--- src/design/fm_noise_squelch_defines.svh ---
// Assertion macros used by the squelch top level.
// No dependencies.
`ifndef FM_NOISE_SQUELCH_DEFINES_SVH
`define FM_NOISE_SQUELCH_DEFINES_SVH

// Implication checked on every clock edge outside reset.
`define FNS_ASSERT_IMP(label, ante, cons, msg) \
	label: assert property (@(posedge clk) disable iff (!arst_n) (ante) |-> (cons)) \
		else $error(msg);

// Next-cycle implication checked outside reset.
`define FNS_ASSERT_NXT(label, ante, cons, msg) \
	label: assert property (@(posedge clk) disable iff (!arst_n) (ante) |=> (cons)) \
		else $error(msg);

`endif

--- src/design/fns_pkg.sv ---
// Package for the noise squelch: types, constants and the raised-cosine gain tables.
// No dependencies.
package fns_pkg;

	localparam int RampUpLen = 64;
	localparam int RampDownLen = 64;
	localparam int UpW = $clog2(RampUpLen + 1);
	localparam int DnW = $clog2(RampDownLen + 1);

	typedef enum logic [2:0] {
		MODE_MUTED = 3'd0,
		MODE_RAMP_UP = 3'd1,
		MODE_OPEN = 3'd2,
		MODE_TAIL = 3'd3,
		MODE_RAMP_DOWN = 3'd4
	} mode_t;

	typedef enum logic [2:0] {
		ST_IDLE,
		ST_SQRT,
		ST_AVG,
		ST_TAIL,
		ST_GAIN,
		ST_DONE
	} seq_t;

	typedef enum logic [2:0] {
		REG_ENABLE = 3'd0,
		REG_UNMUTE = 3'd1,
		REG_TAILLV = 3'd2,
		REG_FCOEF = 3'd3,
		REG_SCOEF = 3'd4,
		REG_DELAY = 3'd5,
		REG_MINTAIL = 3'd6,
		REG_MAXTAIL = 3'd7
	} reg_t;

	typedef struct packed {
		logic start;
		logic busy;
	} unit_ctl_t;

	typedef logic [RampUpLen:0][15:0] up_rom_t;
	typedef logic [RampDownLen:0][15:0] down_rom_t;

	// Restoring long division of non-negative values; used at elaboration only.
	function automatic longint div_u(longint num, longint den);
		longint q;
		longint r;
		q = 0;
		r = 0;
		for (int b = 62; b >= 0; b--) begin
			r = (r <<< 1) | ((num >>> b) & 64'sd1);
			if (r >= den) begin
				r = r - den;
				q = q | (64'sd1 <<< b);
			end
		end
		return q;
	endfunction

	// Cosine of pi*k/n in Q30 by a folded Taylor series; used at elaboration.
	function automatic longint cos_q30(longint k, longint n);
		longint kk;
		longint x;
		longint x2;
		longint term;
		longint acc;
		logic neg;
		kk = k;
		neg = 1'b0;
		if (2 * kk > n) begin
			kk = n - kk;
			neg = 1'b1;
		end
		x = div_u(longint'(64'd3373259426 * kk), n);
		x2 = (x * x) >>> 30;
		term = 64'd1073741824;
		acc = 64'd1073741824;
		for (int m = 1; m <= 12; m++) begin
			term = (term * x2) >>> 30;
			term = div_u(term, longint'((2 * m - 1) * (2 * m)));
			if ((m & 1) == 1)
				acc = acc - term;
			else
				acc = acc + term;
		end
		if (acc > 64'sd1073741824)
			acc = 64'sd1073741824;
		if (acc < -64'sd1073741824)
			acc = -64'sd1073741824;
		return neg ? -acc : acc;
	endfunction

	function automatic logic [15:0] up_gain(logic [UpW-1:0] k);
		longint v;
		v = (64'sd1073741824 - cos_q30(longint'(k), RampUpLen) + 64'sd32768) >>> 16;
		return v[15:0];
	endfunction

	function automatic logic [15:0] down_gain(logic [DnW-1:0] k);
		longint v;
		v = (64'sd1073741824 + cos_q30(longint'(k), RampDownLen) + 64'sd32768) >>> 16;
		return v[15:0];
	endfunction

	function automatic up_rom_t make_up_rom();
		up_rom_t r;
		for (int k = 0; k <= RampUpLen; k++)
			r[k] = up_gain(UpW'(k));
		return r;
	endfunction

	function automatic down_rom_t make_down_rom();
		down_rom_t r;
		for (int k = 0; k <= RampDownLen; k++)
			r[k] = down_gain(DnW'(k));
		return r;
	endfunction

	localparam up_rom_t UpRom = make_up_rom();
	localparam down_rom_t DnRom = make_down_rom();

endpackage

--- src/design/fns_mac.sv ---
// Shift-and-add multiplier: unsigned 24-bit multiplier digit-serial, 2 bits per cycle.
// Depends on fns_pkg.
module fns_mac
	import fns_pkg::*;
(
	input  logic        clk,
	input  logic        arst_n,
	input  unit_ctl_t   ctl,
	input  logic [41:0] mcand,
	input  logic [23:0] mplier,
	output logic        done,
	output logic [65:0] prod
);

	logic [65:0] acc_q;
	logic [65:0] mc_q;
	logic [23:0] mp_q;
	logic [3:0]  cnt_q;
	logic        run_q;
	logic        done_q;
	logic [65:0] part;

	always_comb begin
		part = '0;
		if (mp_q[0])
			part = part + mc_q;
		if (mp_q[1])
			part = part + {mc_q[64:0], 1'b0};
	end

	always_ff @(posedge clk or negedge arst_n) begin
		if (!arst_n) begin
			run_q <= 1'b0;
			cnt_q <= '0;
			done_q <= 1'b0;
		end else begin
			done_q <= run_q && (cnt_q == 4'd1) && !ctl.start;
			if (ctl.start) begin
				run_q <= 1'b1;
				cnt_q <= 4'd12;
			end else if (run_q) begin
				cnt_q <= cnt_q - 4'd1;
				if (cnt_q == 4'd1)
					run_q <= 1'b0;
			end
		end
	end

	always_ff @(posedge clk) begin
		if (ctl.start) begin
			acc_q <= '0;
			mc_q <= {24'd0, mcand};
			mp_q <= mplier;
		end else if (run_q) begin
			acc_q <= acc_q + part;
			mc_q <= {mc_q[63:0], 2'b00};
			mp_q <= {2'b00, mp_q[23:2]};
		end
	end

	assign done = done_q;
	assign prod = acc_q;

endmodule

--- config.mk ---
export PLATFORM = sky130hd
export DESIGN_NAME = fns_mac
export DESIGN_NICKNAME = d
export VERILOG_FILES = /design/src/design/fm_noise_squelch_defines.svh /design/src/design/fns_pkg.sv /design/src/design/fns_mac.sv
export SDC_FILE = /design/constraint.sdc
export NUM_CORES = 1
export LEC_CHECK = 0
export BUFFER_PORTS_ARGS = -buffer_cell sky130_fd_sc_hd__clkbuf_2
export CORE_UTILIZATION = 50
export DETAILED_ROUTE_END_ITERATION = 8
export PLACE_DENSITY = 0.69
export SYNTH_ARGS = -nofsm -noshare
export SYNTH_HDL_FRONTEND = slang
export SYNTH_SLANG_ARGS = --single-unit
--- constraint.sdc ---
create_clock -name clk -period 6.9 [get_ports clk]
set_input_delay 1.035 -clock clk [delete_from_list [all_inputs] [get_ports clk]]
set_output_delay 1.035 -clock clk [all_outputs]
set_load 0.05 [all_outputs]
==> results.md <==
* Final WS setup at roughly 0.34 ns
* Fillers at 2,770
* Via density at approximately 5.9
* Max frequency at 0.152 GHz
* Layout cell share with drive strength beyond 1 at about a fifth
* CP Max Fanout at 6
* Placed Area at about 16,000 µm²
* Post-synthesis sequential area ratio at about a quarter
* Nets at 2,067
* # rows at 63
* Cell total after placement at 2,238
* RePlAce Congestion at approximately 0.94
* CP delay by family, top: compound AO/OA/AOI/OAI gates
* Htree depth at 4
* Largest net degree at the start of global routing at 84
* Final WL at 41.4 mm
* Die height at around 180 µm
* Cell internal pwr at between 0.002 and 0.003 W
* Later-pin clock latency in the skew report at roughly 0.46 ns
* Vias at roughly 13,000
* Io pins at between 100 and 150
* Top-area cell type share of the netlist area at approximately an eighth
* Status: complete, no violations
* Delay of the slowest critical-path stage at roughly 0.51 ns
* CTS Buf Count at 17
* Final worst path period need at 6.56 ns
* Post-DR wirelength/cell at 18.2 µm
* First-pass GRT wire length at 66.8 mm
* Residual DRC at 0
* TNS Setup at 0 ns
* HPWL after detailed placement at approximately 31 mm
* Ant diodes at 0
* Initial DRC Count at around 1,000
* Syn Inst Count at between 1,500 and 2,000
* Slew at the pin closest to its max-slew limit at between 1 and 1.5 ns
* Post-synth EDFFs at 66
* Leak at 8.16 nW
* Psw at between 0.002 and 0.0025 W
* Worst slack, placed at -0.184 ns
* Fin crit share at a little over nine tenths
* CTS root buf: clkbuf_16
* Flop and latch count out of synthesis at about 160
* WS Path Type: reg2reg
* R2R setup slack at about 0.34 ns
* Sequential share of power at approximately a quarter
* Net Sw Frac at roughly 46%
* Final setup vio count at 0
* Starting Density at 50.9%
* Largest area contributor in the netlist: edfxtp_1
* Post-Syn Area at roughly 15,000 µm²
* Gr usage total at between 20% and 30%
* PwrDens at 296 nW/µm²
* Max Root-Sink Buffers at 2
* DIE AREA at 30,900 µm²
* Crit path DAT at around 6.9 ns
* CP Data Required Time at roughly 7.3 ns
* Clock power frac at roughly a fifth
* Critical-path top delay cell: edfxtp_1
* Max-slew headroom at a little under a third
* Core area at between 20,000 and 30,000 µm²
* CP endpoint kind: register
* Detail Route Antenna Nets at 0
* MaxCap Viol Count at 0
* Worst Path Buf+Inv at 0
* Clock Sinks at approximately 160
* Final non-filler cell total at roughly 2,300
* Syn nets at around 2,000
* Ys async rst share at 3.70%
* TritonCTS clock tree: done
* Post-synth cell types at 94
* Most used cell, CP: a21oi_1
* Final Hold Violating Endpoints at 0
* Power share of the combinational group at a little over half
* Drt pass-1 iters at 7
* Remaining global-route overflow at 0
* Ranking of synthesized cells by area: edfxtp_1 (13%), dfxtp_1 (12%), ha_1 (10%)
* Vias in the first global route at approximately 13,000
* Die Width at around 180 µm
* RSZ-0062 raised after global routing: true
* Hold-fix buffers at CTS at 0
* Worst-path clk slew at roughly 0.08 ns
* Initial antenna violation count at 0
* Post-route cell area at about 17,000 µm²
* Ys flop type: dfxtp_1
* Mean Syn Cell Area at between 8 and 9 µm²
* Worst vdd ir at slightly above 0.2 mV
* Fin Clk Skew at 0.0158 ns
* CP Launch Type: register
* Max-slew violations at 0
* Yosys warns at 0
* Worst Hold Class: in2async
* Area Overhead vs Synth at 11.1%
* IO buf count at 135
registers in the layout, summed over array words and instances, names as in the netlist:
register / count
done: 1
mp_q: 24
prod: 66
run_q: 1
cnt_q: 4
mc_q: 66
synth_stat cells (all sizes together) (7+ instances only):
master and instances:
ha 125, o21a 15, a21oi 140, nand2 154, mux2i 52, and3 19
or2 7, and2 74, nor2b 10, a31oi 14, nand4 22, o31ai 9
xnor2 79, nand3 31, nor2 148, buf 19, clkbuf 73, mux2 103
nand2b 11, edfxtp 66, a41oi 7, inv 46, o21bai 28, o211ai 15
a211oi 16, a211o 10, o21ai 107, a21o 112, dfxtp 90, nor3 21
or3 9, xor2 44
kinds of logic (layout without fill, tap and decap cells):
logic type,Yosys count,in the layout,synth area share (%)
AND/OR/NAND/NOR,526,526,16.8
XOR/XNOR,123,123,7.14
AO/OA/AOI/OAI,537,537,24.2
adder cells (fa/ha/maj),132,132,11.0
buffers and inverters,138,248,3.66
flip-flops,162,162,26.1
multiplexers,155,155,11.1
routing by layer:
metal	GRT usage (%)	share of wire, %	vias to the layer above
met1	36.1	47	6418
met3	4.42	4.6	43
met5	0	0	-
li1	-	-	6705
met4	7.50	1.9	0
met2	45.0	47	328
repair_timing:
action                                 4_1_cts  5_1_grt
endpoints found under the hold margin        0        0
gates resized for setup                      2        8
setup endpoints to repair                    1        4
pin swaps                                    0        3
setup buffers                                0        3
metrics by stage:
step	utilization (%)	hold slack, ns	total power, W
6_report	56.6	0.390	0.00497
4_1_cts	56.4	0.382	0.00496
3_5_place_dp	54.4	0.477	0.00398
2_1_floorplan	-	0.460	0.00335
5_1_grt	56.6	0.384	0.00528
3_3_place_gp	54.4	0.474	0.00394
path summary, 6_finish.rpt:
kind | to | depth (start not counted) | from
worst max-delay path | prod[59] | 25 | mp_q[0]
min in group clk | prod[36] | 2 | prod[36]
max in group asynchronous | run_q | 1 | arst_n
worst max register to register | prod[59] | 25 | mp_q[0]
worst min register to register | prod[36] | 2 | prod[36]
worst min-delay path | done | 1 | arst_n
cell usage in the layout, fill, tap and decap left out, types with 44 or more instances in the layout:
cell,Yosys,routed
xor2_1,44,44
o21ai_0,99,97
a21o_1,112,112
nand2_1,154,154
and2_1,73,73
inv_1,46,45
mux2i_1,52,52
nor2_1,147,145
xnor2_1,79,79
a21oi_1,137,137
ha_1,125,124
edfxtp_1,66,66
mux2_2,102,102
clkbuf_2,1,134
dfxtp_1,90,90
area by class of cell:
class	count	area, µm²	area share (%)
clock inverter	14	154	0.918
inverter	46	173	1.03
sequential	162	3940	23.5
timing repair buffer	170	941	5.61
tap	390	488	2.91
multi-input combinational	1473	10600	63.4
clock buffer	18	439	2.62
power by group through the flow:
stage / logic (W) / clock network (W) / registers (W)
floorplan: 0.00171 / 0 / 0.00164
global placement: 0.00260 / 0 / 0.00133
detailed placement: 0.00264 / 0 / 0.00134
CTS: 0.00266 / 0.000984 / 0.00132
global route: 0.00292 / 0.00102 / 0.00134
finish: 0.00268 / 0.000971 / 0.00132
Power figures use the tool's default switching activity.
