==> config.mk <==
export PLATFORM = sky130hd
export DESIGN_NAME = fns_isqrt
export DESIGN_NICKNAME = d
export VERILOG_FILES = /design/src/design/fm_noise_squelch_defines.svh /design/src/design/fns_pkg.sv /design/src/design/fns_isqrt.sv
export SDC_FILE = /design/constraint.sdc
export NUM_CORES = 1
export LEC_CHECK = 0
export BUFFER_PORTS_ARGS = -buffer_cell sky130_fd_sc_hd__buf_2
export CAP_MARGIN = 20
export CORE_ASPECT_RATIO = 0.5
export CORE_MARGIN = 4
export CORE_UTILIZATION = 40
export CTS_CLUSTER_SIZE = 40
export DETAILED_ROUTE_END_ITERATION = 8
export PLACE_DENSITY = 0.64
export SLEW_MARGIN = 20
export SYNTH_ARGS = -nofsm -noshare
export SYNTH_HDL_FRONTEND = slang
export SYNTH_SLANG_ARGS = --single-unit
==> constraint.sdc <==
create_clock -name clk -period 3.88 [get_ports clk]
set_input_delay 0 -clock clk [delete_from_list [all_inputs] [get_ports clk]]
set_output_delay 0 -clock clk [all_outputs]
set_load 0.005 [all_outputs]
==> src/design/fm_noise_squelch_defines.svh <==
// Assertion macros used by the squelch top level.
// No dependencies.
`ifndef FM_NOISE_SQUELCH_DEFINES_SVH
`define FM_NOISE_SQUELCH_DEFINES_SVH

// Implication checked on every clock edge outside reset.
`define FNS_ASSERT_IMP(label, ante, cons, msg) \
	label: assert property (@(posedge clk) disable iff (!arst_n) (ante) |-> (cons)) \
		else $error(msg);

// Next-cycle implication checked outside reset.
`define FNS_ASSERT_NXT(label, ante, cons, msg) \
	label: assert property (@(posedge clk) disable iff (!arst_n) (ante) |=> (cons)) \
		else $error(msg);

`endif

==> src/design/fns_pkg.sv <==
// Package for the noise squelch: types, constants and the raised-cosine gain tables.
// No dependencies.
package fns_pkg;

	localparam int RampUpLen = 64;
	localparam int RampDownLen = 64;
	localparam int UpW = $clog2(RampUpLen + 1);
	localparam int DnW = $clog2(RampDownLen + 1);

	typedef enum logic [2:0] {
		MODE_MUTED = 3'd0,
		MODE_RAMP_UP = 3'd1,
		MODE_OPEN = 3'd2,
		MODE_TAIL = 3'd3,
		MODE_RAMP_DOWN = 3'd4
	} mode_t;

	typedef enum logic [2:0] {
		ST_IDLE,
		ST_SQRT,
		ST_AVG,
		ST_TAIL,
		ST_GAIN,
		ST_DONE
	} seq_t;

	typedef enum logic [2:0] {
		REG_ENABLE = 3'd0,
		REG_UNMUTE = 3'd1,
		REG_TAILLV = 3'd2,
		REG_FCOEF = 3'd3,
		REG_SCOEF = 3'd4,
		REG_DELAY = 3'd5,
		REG_MINTAIL = 3'd6,
		REG_MAXTAIL = 3'd7
	} reg_t;

	typedef struct packed {
		logic start;
		logic busy;
	} unit_ctl_t;

	typedef logic [RampUpLen:0][15:0] up_rom_t;
	typedef logic [RampDownLen:0][15:0] down_rom_t;

	// Restoring long division of non-negative values; used at elaboration only.
	function automatic longint div_u(longint num, longint den);
		longint q;
		longint r;
		q = 0;
		r = 0;
		for (int b = 62; b >= 0; b--) begin
			r = (r <<< 1) | ((num >>> b) & 64'sd1);
			if (r >= den) begin
				r = r - den;
				q = q | (64'sd1 <<< b);
			end
		end
		return q;
	endfunction

	// Cosine of pi*k/n in Q30 by a folded Taylor series; used at elaboration.
	function automatic longint cos_q30(longint k, longint n);
		longint kk;
		longint x;
		longint x2;
		longint term;
		longint acc;
		logic neg;
		kk = k;
		neg = 1'b0;
		if (2 * kk > n) begin
			kk = n - kk;
			neg = 1'b1;
		end
		x = div_u(longint'(64'd3373259426 * kk), n);
		x2 = (x * x) >>> 30;
		term = 64'd1073741824;
		acc = 64'd1073741824;
		for (int m = 1; m <= 12; m++) begin
			term = (term * x2) >>> 30;
			term = div_u(term, longint'((2 * m - 1) * (2 * m)));
			if ((m & 1) == 1)
				acc = acc - term;
			else
				acc = acc + term;
		end
		if (acc > 64'sd1073741824)
			acc = 64'sd1073741824;
		if (acc < -64'sd1073741824)
			acc = -64'sd1073741824;
		return neg ? -acc : acc;
	endfunction

	function automatic logic [15:0] up_gain(logic [UpW-1:0] k);
		longint v;
		v = (64'sd1073741824 - cos_q30(longint'(k), RampUpLen) + 64'sd32768) >>> 16;
		return v[15:0];
	endfunction

	function automatic logic [15:0] down_gain(logic [DnW-1:0] k);
		longint v;
		v = (64'sd1073741824 + cos_q30(longint'(k), RampDownLen) + 64'sd32768) >>> 16;
		return v[15:0];
	endfunction

	function automatic up_rom_t make_up_rom();
		up_rom_t r;
		for (int k = 0; k <= RampUpLen; k++)
			r[k] = up_gain(UpW'(k));
		return r;
	endfunction

	function automatic down_rom_t make_down_rom();
		down_rom_t r;
		for (int k = 0; k <= RampDownLen; k++)
			r[k] = down_gain(DnW'(k));
		return r;
	endfunction

	localparam up_rom_t UpRom = make_up_rom();
	localparam down_rom_t DnRom = make_down_rom();

endpackage

==> src/design/fns_isqrt.sv <==
// Bit-serial integer square root of a 32-bit value, one result bit per cycle.
// Depends on fns_pkg.
module fns_isqrt
	import fns_pkg::*;
(
	input  logic        clk,
	input  logic        arst_n,
	input  unit_ctl_t   ctl,
	input  logic [31:0] radicand,
	output logic        done,
	output logic [16:0] root
);

	logic [33:0] rem_q;
	logic [31:0] val_q;
	logic [16:0] root_q;
	logic [4:0]  cnt_q;
	logic        run_q;
	logic        done_q;
	logic [33:0] trial;
	logic [33:0] rem_sh;

	assign rem_sh = {rem_q[31:0], val_q[31:30]};
	assign trial = rem_sh - {15'd0, root_q, 2'b01};

	always_ff @(posedge clk or negedge arst_n) begin
		if (!arst_n) begin
			run_q <= 1'b0;
			cnt_q <= '0;
			done_q <= 1'b0;
		end else begin
			done_q <= run_q && (cnt_q == 5'd1) && !ctl.start;
			if (ctl.start) begin
				run_q <= 1'b1;
				cnt_q <= 5'd16;
			end else if (run_q) begin
				cnt_q <= cnt_q - 5'd1;
				if (cnt_q == 5'd1)
					run_q <= 1'b0;
			end
		end
	end

	always_ff @(posedge clk) begin
		if (ctl.start) begin
			rem_q <= '0;
			val_q <= radicand;
			root_q <= '0;
		end else if (run_q) begin
			val_q <= {val_q[29:0], 2'b00};
			if (!trial[33]) begin
				rem_q <= trial;
				root_q <= {root_q[15:0], 1'b1};
			end else begin
				rem_q <= rem_sh;
				root_q <= {root_q[15:0], 1'b0};
			end
		end
	end

	assign done = done_q;
	assign root = root_q;

endmodule

==> summary.md, run 1 <==
| Metric | Value |
|---|---|
| Outcome | complete, no violations |
| Worst Tran Pin Value | around 0.81 ns |
| Max-slew headroom | between 40% and 50% |
| TNS Setup | 0 ns |
| Antenna diodes | 0 |
| Post-Synth Adder-Cell Area | ~5% |
| Initial antenna violation count | 0 |
| Via count | around 4k |
| Non-filler instance count after layout | 756 |
| Power, Total | slightly below 5 mW |
| I/O Pins | between 50 and 60 |
| Worst reg2reg setup slack | between 0.3 and 0.4 ns |
| Power density over cell area | 806.7 mW/mm^2 |
| Compound-Gate Fraction of Synth Area | about 18% |
| Total GRT Usage | about 16% |
| DRT iter0 DRCs | slightly below 300 |
| CP most frequent cell | buf_4 |
| Post-synthesis mux area share | 12.72% |
| Post-Place Cell Area | around 0.0054 mm^2 |
| ANT nets after route | 0 |
| Final period util | between 90% and 100% |
| IO buf count | between 50 and 60 |
| Vias/cell | around 5.4 |
| DP Cell Count | 707 |
| Synth Register Bits | slightly below 90 |
| Syn Area/Cell | between 9 and 10 um^2 |
| Post-synthesis sequential area ratio | between 40% and 50% |
| Core footprint | 0.01205 mm^2 |
| Setup crit end | rem_q[10]$_SDFFE_PP0P_ |
| Worst setup EP type | register |
| Mapped Nets | between 500 and 600 |
| Largest net degree at the start of global routing | 51 |
| Xor/xnor share of the synthesized area | 2.963% |
| Crit-path cells | or4_1 > or4_4 > or2_4 > or3_1 > o211ai_4 > buf_4 > buf_4 > mux2i_1 > a211oi_1 |
| Max-cap violations | 0 |
| FFs w/ async S/R, synth | 7.955% |
| RSZ-0062 raised after global routing | false |
| Critical Path Fanout Max | 23 |
| DR WL/cell | around 15 um |
| Pleak | 2.524 nW |
| Data arrival, critical path | 3.70 ns |
| Ys flop type | dfxtp_1 |
| Final hold vios | 0 |
| Gate Count Post-Synth | 515 |
| Area delta synth->final | 20.89% |
| Max Freq | roughly 290 MHz |
| Synth cell types | 56 |
| Largest family of logic cells by synthesized area | compound AO/OA/AOI/OAI gates |
| Die Area | 0.01453 mm^2 |
| Max Root-Sink Buffers | 2 |
| Die width | 166.5 um |
| Min cycle time layout | about 3.5 ns |
| CTS H-tree lvls | 3 |
| Routed wire length | around 11,000 um |
| Nets@finish | 642 |
| Clk_lat worst skew | 0.34 ns |
| Clk sinks | 88 |
| EDFF count, synth | 32 |
| Fin. max-slew vios | 0 |
| Maximum vdd drop | between 0.0003 and 0.0004 V |
| Worst R2R End | rem_q[10]$_SDFFE_PP0P_ |
| # resized after CTS | 0 |
| CTS root buf | clkbuf_16 |
| HP Class | input pin to async pin |
| CTS tree | yes |
| Slowest-stage cell, CP | or4_1 |
| Worst hold margin | approximately 0.016 ns |
| Number of global-route vias before repair | just under 4k |
| Largest stage delay on the critical path | between 0.6 and 0.7 ns |
| Share of cells above drive strength 1 | between 20% and 30% |
| Worst-path clk slew | roughly 0.070 ns |
| Worst setup path startpoint | rem_q[19]$_SDFFE_PP0P_ |
| DRC Markers | 0 |
| FF-to-FF Start | rem_q[19]$_SDFFE_PP0P_ |
| Starting density of the core | 41.69% |
| Worst Skew | between 0.005 and 0.006 ns |
| Die height | 87.26 um |
| Cts bufs inserted | 9 |
| GPL Wtd Cong | slightly below 0.8 |
| Crit start category | register |
| Required @ worst endpoint | between 4 and 5 ns |
| Standard-cell row count | 28 |
| Gr ovfl total | 0 |
| Synth Area in Simple Gates | approximately 15% |
| First-pass GRT wire length | around 19,000 um |
| R2R depth | 9 |
| # setup viols final | 0 |
| Dpl hpwl | 7553 um |
| Total number of yosys warnings | 0 |
| Post-route cell area | 0.006075 mm^2 |
| DR pass1 iterations | 5 |
| Critical path type | register to register |
| Synthesized area | between 0.005 and 0.006 mm^2 |
-- layout make-up --
type                    instances  area, um^2
clock buffers                   9       225.2
multi-input cells             365        2665
well taps                     165       206.4
inverters                      30       112.6
fillers                      1137        5977
clock inverters                 7       101.3
flip-flops and latches         88        2118
repair buffers                 92       645.6
-- cell usage in the layout, fill, tap and decap left out, drive strengths merged, types with 10 or more instances in the layout --
cell type,count
buf,59
mux2i,29
dfxtp,49
inv,33
o21ai,11
o31ai,10
nor2,67
or4,14
mux2,31
nand2,15
ha,20
nor3,14
edfxtp,32
xnor2,13
dlygate4sd3,33
a311oi,14
a21oi,18
a211oi,19
-- layer usage --
metal	part of all wire [%]	vias up	GRT usage, %
li1	-	2058	-
met1	49	1898	21.07
met2	45	81	25.89
met3	4.1	11	3.672
met4	1.2	0	4.009
met5	0	-	0
-- through the flow --
stage	util (%)	setup slack, ns
2_1_floorplan	-	0.6033
3_3_place_gp	44.95	0.4426
3_5_place_dp	44.95	0.4000
4_1_cts	50.40	0.3826
5_1_grt	50.40	0.1962
6_report	50.40	0.3772
-- power by group --
part           total (mW)  internal [mW]  switching (mW)
Combinational        2.56           1.19            1.38
Sequential           1.38           1.19           0.185
Clock               0.958          0.572           0.386
-- flip-flops by register name (all words and copies together) (netlist names) --
register,count
done,1
root,17
rem_q,32
val_q,32
cnt_q,5
run_q,1
-- repair_timing --
| item | 4_1_cts | 5_1_grt |
|---|---|---|
| setup buffers | 0 | 0 |
| endpoints found under the hold margin | 39 | 0 |
| hold buffers | 33 | 0 |
-- cell usage after synthesis, types with 3 or more instances --
cell type   n  area share, %
a211oi_1   19            2.8
a21o_1      8            1.2
a21oi_1    18            1.8
a311oi_1   14            2.4
a31oi_1     4           0.50
and2_1      5           0.62
buf_2       3           0.30
clkbuf_1   25            1.9
dfrtp_1     7            3.5
dfxtp_1    49             20
edfxtp_1   32             19
ha_1       20            5.0
inv_1      30            2.2
mux2_2     31            6.9
mux2i_1    29            5.8
nand2_1    15            1.1
nand3_1     4           0.40
nor2_1     67            5.0
nor3_1     14            1.4
nor4_1      5           0.62
o2111ai_1   3           0.52
o211ai_1    7            1.0
o21a_1      6           0.90
o21ai_0    11            1.1
o31a_1      3           0.52
o31ai_1    10            1.5
or2_2       6           0.75
or3_1       7           0.87
or4_1      13            1.9
xnor2_1    13            2.3
xor2_1      4           0.70
-- worst max-delay path: cells and delay by family, from the launching register on --
family | cells | cell delay, ns
buffers and inverters | 2 | 0.52
AND/OR/NAND/NOR | 4 | 1.91
multiplexers | 1 | 0.27
AO/OA/AOI/OAI | 2 | 0.28
flip-flops | 1 | 0.38
-- worst min path at each step --
stage	slack, ns	startpoint	end
after floorplan	-0.30	arst_n	cnt_q[0]$_DFFE_PN0P_
after global placement	-0.16	arst_n	cnt_q[4]$_DFFE_PN0P_
after detailed placement	-0.15	arst_n	cnt_q[4]$_DFFE_PN0P_
after CTS	0.01	arst_n	cnt_q[2]$_DFFE_PN0P_
after global routing	0.04	arst_n	cnt_q[2]$_DFFE_PN0P_
final	0.02	arst_n	cnt_q[4]$_DFFE_PN0P_
-- cells by family (layout without fill, tap and decap cells) --
kind of cell	Yosys count	after routing
DFF	88	88
buffers and inverters	62	138
AOI/OAI and AO/OA	120	120
muxes	60	60
xor gates and xnor gates	17	17
adders and majority gates	20	20
and+or+nand+nor	148	148
No activity file was read; power rests on OpenSTA's default activity.
==> run 2, diff against run 1 <==
--- a/config.mk
+++ b/config.mk
@@ -12,7 +12,8 @@
 export CORE_UTILIZATION = 40
 export CTS_CLUSTER_SIZE = 40
 export DETAILED_ROUTE_END_ITERATION = 8
-export PLACE_DENSITY = 0.64
+export PLACE_DENSITY = 0.69
+export SKIP_CTS_REPAIR_TIMING = 1
 export SLEW_MARGIN = 20
 export SYNTH_ARGS = -nofsm -noshare
 export SYNTH_HDL_FRONTEND = slang
==> constraint.sdc (replaced) <==
create_clock -name clk -period 2.9 [get_ports clk]
set_input_delay 0 -clock clk [delete_from_list [all_inputs] [get_ports clk]]
set_output_delay 0 -clock clk [all_outputs]
set_load 0.005 [all_outputs]
==> run 2 against run 1 <==
Against the previous run:
- the run now ends with negative setup slack left
- worst setup slack lost 0.65 ns
- die area unchanged
- largest cell class unchanged
- highest routed layer unchanged
- flip-flop and latch count is the same
- final area is 11% higher
- sequential share of layout area shrank 3.5 points
==> summary.md, run 2 (same netlist as run 1, synthesis figures left out) <==
| Metric | Value |
|---|---|
| Vias/cell | 5.324 (-0.56%) |
| Violations in the final reports | negative setup slack |
| GPL Wtd Cong | 0.8849 (+12%) |
| Worst setup EP type | register |
| Min cycle time layout | 3.173 ns (-0.3295 ns) |
| Starting density of the core | 41.69% (unchanged) |
| Area of the multi-input gates | 0.002808 mm^2 (+5.4%) |
| DP Cell Count | 773 (+9.3%) |
| Pleak | 2.904 nW (+15%) |
| Top routing layer used | met4 |
| # setup viols final | 31 (+31) |
| Dpl hpwl | 8321 um (+10%) |
| Crit start category | register |
| Max Root-Sink Buffers | 2 (unchanged) |
| Core footprint | 0.01205 mm^2 (unchanged) |
| Data arrival, critical path | 3.43 ns (-0.27 ns) |
| Commonest cells after routing, fill and taps aside | buf_4, nor2_1, buf_2, dfxtp_1, dlygate4sd3_1 |
| RSZ-0062 raised after global routing | true |
| Die width | 166.5 um (unchanged) |
| CTS tree | yes |
| HP Class | input pin to async pin |
| Cts bufs inserted | 9 (unchanged) |
| Clk network pwr share | 15.1% (-4.4 points) |
| Non-filler instance count after layout | 829 (+9.7%) |
| Max-cap violations | 0 (unchanged) |
| Antenna diodes | 0 (unchanged) |
| Register Area | 0.002121 mm^2 (+0.12%) |
| Gr ovfl total | 0 (unchanged) |
| Via count | 4,414 (+9.0%) |
| Final period util | 109.4% (+19 points) |
| Sw Share | 39.77% (+0.041 points) |
| Clk sinks | 88 (unchanged) |
| Total GRT Usage | 16.42% (+0.73 points) |
| Worst-path clk slew | 0.07 ns (about the same) |
| Worst Skew | 0.008100 ns (+0.002572 ns) |
| I/O Pins | 54 (unchanged) |
| DRT iter0 DRCs | 295 (unchanged) |
| Routed wire length | 12,700 um (+15%) |
| Clk_lat worst skew | 0.35 ns (about the same) |
| Share of cells above drive strength 1 | 32.98% (+13 points) |
| CTS root buf | clkbuf_16 |
| Max-slew headroom | 45.88% (-0.31 points) |
| IO buf count | 52 (unchanged) |
| Required @ worst endpoint | 3.15 ns (-0.93 ns) |
| Nets@finish | 715 (+11%) |
| Metal-1 WL | 5776 um (+5.6%) |
| Fin. max-slew vios | 0 (unchanged) |
| Initial antenna violation count | 0 (unchanged) |
| Critical path type | register to register |
| DR WL/cell | 15.32 um (+4.8%) |
| Largest net degree at the start of global routing | 70 (+37%) |
| Power, Total | 7.605 mW (+55%) |
| Outcome | finished, violations left |
| Worst setup margin | -0.2732 ns (-0.6505 ns) |
| Met3 WL | 494 um (+9.3%) |
| ANT nets after route | 0 (unchanged) |
| Internal Pwr Total | 4.580 mW (+55%) |
| Worst Tran Pin Value | 0.8119 ns (+0.004602 ns) |
| DR pass1 iterations | 5 (unchanged) |
| CTS H-tree lvls | 3 (unchanged) |
| Standard-cell row count | 28 (unchanged) |
| Psw | 3.024 mW (+55%) |
| Maximum vdd drop | 0.0005043 V (+66%) |
| DRC Markers | 0 (unchanged) |
| Sequential share of power | 23.6% (-4.6 points) |
| # fillers | 1,066 (-6.2%) |
| Number of global-route vias before repair | 4,126 (+6.9%) |
| Max Freq | 315.1 MHz (+10%) |
| Critical Path Fanout Max | 7 (-70%) |
| Worst reg2reg setup slack | -0.27 ns (-0.65 ns) |
| Commonest non-fill, non-tap cell in the layout | buf_4 |
| Final hold vios | 0 (unchanged) |
| Die Area | 0.01453 mm^2 (unchanged) |
| Power density over cell area | 1126 mW/mm^2 (+40%) |
| Area delta synth->final | 34.46% |
| Met2 routed WL | 6296 um (+26%) |
| First-pass GRT wire length | 19,700 um (+4.8%) |
| Logic pwr share | 61.3% (+9.0 points) |
| Die height | 87.26 um (unchanged) |
run 2: worst paths after layout:
path	startpoint	to	cells after the start
max	rem_q[23]$_SDFFE_PP0P_	rem_q[31]$_SDFFE_PP0P_	8
min	arst_n	cnt_q[4]$_DFFE_PN0P_	2
max reg2reg	rem_q[23]$_SDFFE_PP0P_	rem_q[31]$_SDFFE_PP0P_	8
min reg2reg	rem_q[30]$_SDFFE_PP0P_	rem_q[30]$_SDFFE_PP0P_	2
max in group asynchronous	arst_n	run_q$_DFF_PN0_	2
min in group clk	ctl[1]	root[15]$_SDFFE_PP0P_	3
run 2: area by class of cell:
cell class | count | area share (%)
multi-input cells | 366 | 41.56
repair buffers | 164 | 18.09
well taps | 165 | 3.056
clock inverters | 7 | 0.9074
flip-flops and latches | 88 | 31.39
clock buffers | 9 | 3.333
inverters | 30 | 1.667
run 2: critical path: stages (launching register included):
cell and delay [ns]:
dfxtp_1 0.32, or4_4 0.54, or4_4 0.51, or2_4 0.29, a221oi_4 0.36, o211ai_4 0.21
buf_6 0.18, or4_4 0.42, a311oi_2 0.26
run 2: metrics by stage:
step | util (%) | instance area (um^2) | hold WS, ns | setup WS [ns] | TNS (ns)
2_1_floorplan | - | 5045 | -0.2956 | -0.2509 | -6.115
3_3_place_gp | 49.16 | 5924 | -0.1615 | -0.3503 | -8.416
3_5_place_dp | 49.16 | 5924 | -0.1549 | -0.4198 | -10.16
4_1_cts | 51.54 | 6211 | -0.5242 | -0.4212 | -10.54
5_1_grt | 56.06 | 6756 | 0.03433 | -0.3682 | -9.532
6_report | 56.06 | 6756 | 0.01018 | -0.2732 | -6.019
run 2: power groups by stage:
stage,Combinational (mW),Sequential (mW),Clock (mW)
after floorplan,2.82,1.78,0
after global placement,4.02,1.80,0
after detailed placement,4.10,1.80,0
after CTS,4.14,1.78,1.17
after global routing,5.09,1.82,1.22
final,4.66,1.79,1.15
run 2: routing by layer:
metal  track usage (%)  up-vias
met3             4.306       14
met1             21.65     2099
met5                 0        -
met4             3.489        0
li1                  -     2210
met2             27.62       91
==> run 3, diff against run 2 <==
--- a/config.mk
+++ b/config.mk
@@ -8,7 +8,6 @@
 export BUFFER_PORTS_ARGS = -buffer_cell sky130_fd_sc_hd__buf_2
 export CAP_MARGIN = 20
 export CORE_ASPECT_RATIO = 0.5
-export CORE_MARGIN = 4
 export CORE_UTILIZATION = 40
 export CTS_CLUSTER_SIZE = 40
 export DETAILED_ROUTE_END_ITERATION = 8
==> run 3 against run 2 <==
Against the previous run:
- the flow finishes with violations (negative hold slack, negative setup slack)
- flip-flop and latch count stayed put
- utilization is 0.50 points higher
- total power is 4.1% higher
- maximum frequency is 0.21% higher
- sequential share of layout area is 0.17 points lower
- via count is 0.23% lower
- combinational power is 3% higher
- critical endpoint is now rem_q[28]$_SDFFE_PP0P_
==> summary.md, run 3 (same netlist as run 1, synthesis figures left out) <==
| Metric | Value |
|---|---|
| Nets@finish | 712 (-0.42%) |
| Area delta synth->final | 35.26% |
| Clk network pwr share | 16.6% (+1.5 points) |
| Critical Path Fanout Max | 7 (unchanged) |
| Via count | 4,404 (-0.23%) |
| Post-Place Cell Area | 0.005914 mm^2 (-0.17%) |
| CTS H-tree lvls | 3 (unchanged) |
| Power density over cell area | 1164 mW/mm^2 (+3.4%) |
| Worst setup margin | -0.2666 ns (+0.006606 ns) |
| Clk_lat worst skew | 0.35 ns (about the same) |
| Gr ovfl total | 0 (unchanged) |
| Violations in the final reports | negative hold slack, negative setup slack |
| RSZ-0062 raised after global routing | true |
| Psw | 3.051 mW (+0.88%) |
| Max-cap violations | 0 (unchanged) |
| Commonest cells after routing, fill and taps aside | buf_4, nor2_1, buf_2, dfxtp_1, dlygate4sd3_1 |
| Commonest non-fill, non-tap cell in the layout | buf_4 |
| Max Root-Sink Buffers | 2 (unchanged) |
| Worst Tran Pin Value | 0.7630 ns (-0.04883 ns) |
| Max-slew headroom | 48.66% (+2.8 points) |
| CTS root buf | clkbuf_16 |
| CTS tree | yes |
| Sw Share | 38.56% (-1.2 points) |
| DP Cell Count | 770 (-0.39%) |
| Area of the multi-input gates | 0.002798 mm^2 (-0.36%) |
| HP Class | input pin to async pin |
| Max Freq | 315.8 MHz (+0.21%) |
| GPL Wtd Cong | 0.8596 (-2.9%) |
| Worst Skew | 0.007200 ns (-0.0009003 ns) |
| Min cycle time layout | 3.167 ns (-0.006606 ns) |
| Worst reg2reg setup slack | -0.27 ns (about the same) |
| Die Area | 0.01304 mm^2 (-10%) |
| Initial antenna violation count | 0 (unchanged) |
| Die width | 160.5 um (-3.6%) |
| Die height | 81.26 um (-6.9%) |
| Power, Total | 7.913 mW (+4.1%) |
| Maximum vdd drop | 0.0004640 V (-8.0%) |
| Fin. max-slew vios | 0 (unchanged) |
| Vias/cell | 5.332 (+0.14%) |
| Number of global-route vias before repair | 3,863 (-6.4%) |
| Standard-cell row count | 28 (unchanged) |
| Largest net degree at the start of global routing | 67 (-4.3%) |
| Internal Pwr Total | 4.862 mW (+6.2%) |
| Worst-path clk slew | 0.07 ns (about the same) |
| Cts bufs inserted | 9 (unchanged) |
| Total GRT Usage | 17.89% (+1.5 points) |
| # setup viols final | 32 (+3.2%) |
| TNS Setup | -5.444 ns (+0.5742 ns) |
| ANT nets after route | 0 (unchanged) |
| Logic pwr share | 60.7% (-0.6 points) |
| DR WL/cell | 14.91 um (-2.7%) |
| Pleak | 2.937 nW (+1.1%) |
| DR pass1 iterations | 5 (unchanged) |
| Sequential share of power | 22.7% (-0.9 points) |
| Required @ worst endpoint | 3.16 ns (about the same) |
| Dpl hpwl | 7936 um (-4.6%) |
| Core footprint | 0.01202 mm^2 (-0.29%) |
| Worst hold margin | -0.001856 ns (-0.01203 ns) |
| Critical path type | register to register |
| First-pass GRT wire length | 18,450 um (-6.3%) |
| Share of cells above drive strength 1 | 32.07% (-0.91 points) |
| DRC Markers | 0 (unchanged) |
| Non-filler instance count after layout | 826 (-0.36%) |
| Routed wire length | 12,310 um (-3.0%) |
| Register Area | 0.002122 mm^2 (about the same) |
| Worst setup EP type | register |
| Clk sinks | 88 (unchanged) |
| I/O Pins | 54 (unchanged) |
| Starting density of the core | 41.82% (+0.12 points) |
| Crit start category | register |
| Final period util | 109.2% (-0.23 points) |
| Outcome | finished, violations left |
| DRT iter0 DRCs | 239 (-19%) |
| Antenna diodes | 0 (unchanged) |
| Final hold vios | 5 (+5) |
| # fillers | 1,009 (-5.3%) |
| Data arrival, critical path | 3.42 ns (about the same) |
| Post-route cell area | 0.006797 mm^2 (+0.59%) |
| IO buf count | 52 (unchanged) |
-- run 3: path summary, 6_finish.rpt --
kind,start,endpoint,depth (start not counted)
worst max-delay path,rem_q[25]$_SDFFE_PP0P_,rem_q[28]$_SDFFE_PP0P_,8
worst min-delay path,arst_n,cnt_q[0]$_DFFE_PN0P_,2
worst max register to register,rem_q[25]$_SDFFE_PP0P_,rem_q[28]$_SDFFE_PP0P_,8
worst min register to register,rem_q[30]$_SDFFE_PP0P_,rem_q[30]$_SDFFE_PP0P_,2
max in group asynchronous,arst_n,run_q$_DFF_PN0_,2
min in group clk,ctl[1],root[10]$_SDFFE_PP0P_,2
-- run 3: critical path, cell delays in order, from the launching register on --
cell and delay [ns]:
dfxtp_1 0.35, or4_4 0.50, or4_4 0.51, or2_4 0.29, a221oi_4 0.35, o211ai_4 0.19
buf_6 0.17, or4_1 0.45, a311oi_1 0.26
-- run 3: metal layers --
layer	GRT usage (%)	up-vias	share of wire [%]
met5	0	-	0
met4	6.667	0	1.6
met3	4.545	17	4.0
met2	28.10	107	46
met1	23.86	2074	48
li1	-	2206	-
-- run 3: power by group through the flow --
stage          sequential [mW]  combinational [mW]  clock (mW)
2_1_floorplan             1.78                2.82           0
3_3_place_gp              1.80                4.04           0
3_5_place_dp              1.80                4.11           0
4_1_cts                   1.78                4.16        1.34
5_1_grt                   1.83                5.20        1.38
6_report                  1.80                4.80        1.32
-- run 3: per-stage QoR --
| step | utilization [%] | hold slack [ns] | setup slack (ns) |
|---|---|---|---|
| after floorplan | - | -0.2956 | -0.2509 |
| after global placement | 49.22 | -0.1570 | -0.2734 |
| after detailed placement | 49.22 | -0.1557 | -0.3336 |
| after CTS | 52.00 | -0.5311 | -0.3609 |
| after global routing | 56.56 | 0.01390 | -0.3728 |
| final | 56.56 | -0.001856 | -0.2666 |
-- run 3: area by class of cell --
class	count	share of cell area (%)
tap	165	3.038
timing repair buffer	161	18.00
clock inverter	7	1.602
inverter	30	1.657
multi-input combinational	366	41.16
sequential	88	31.22
clock buffer	9	3.314
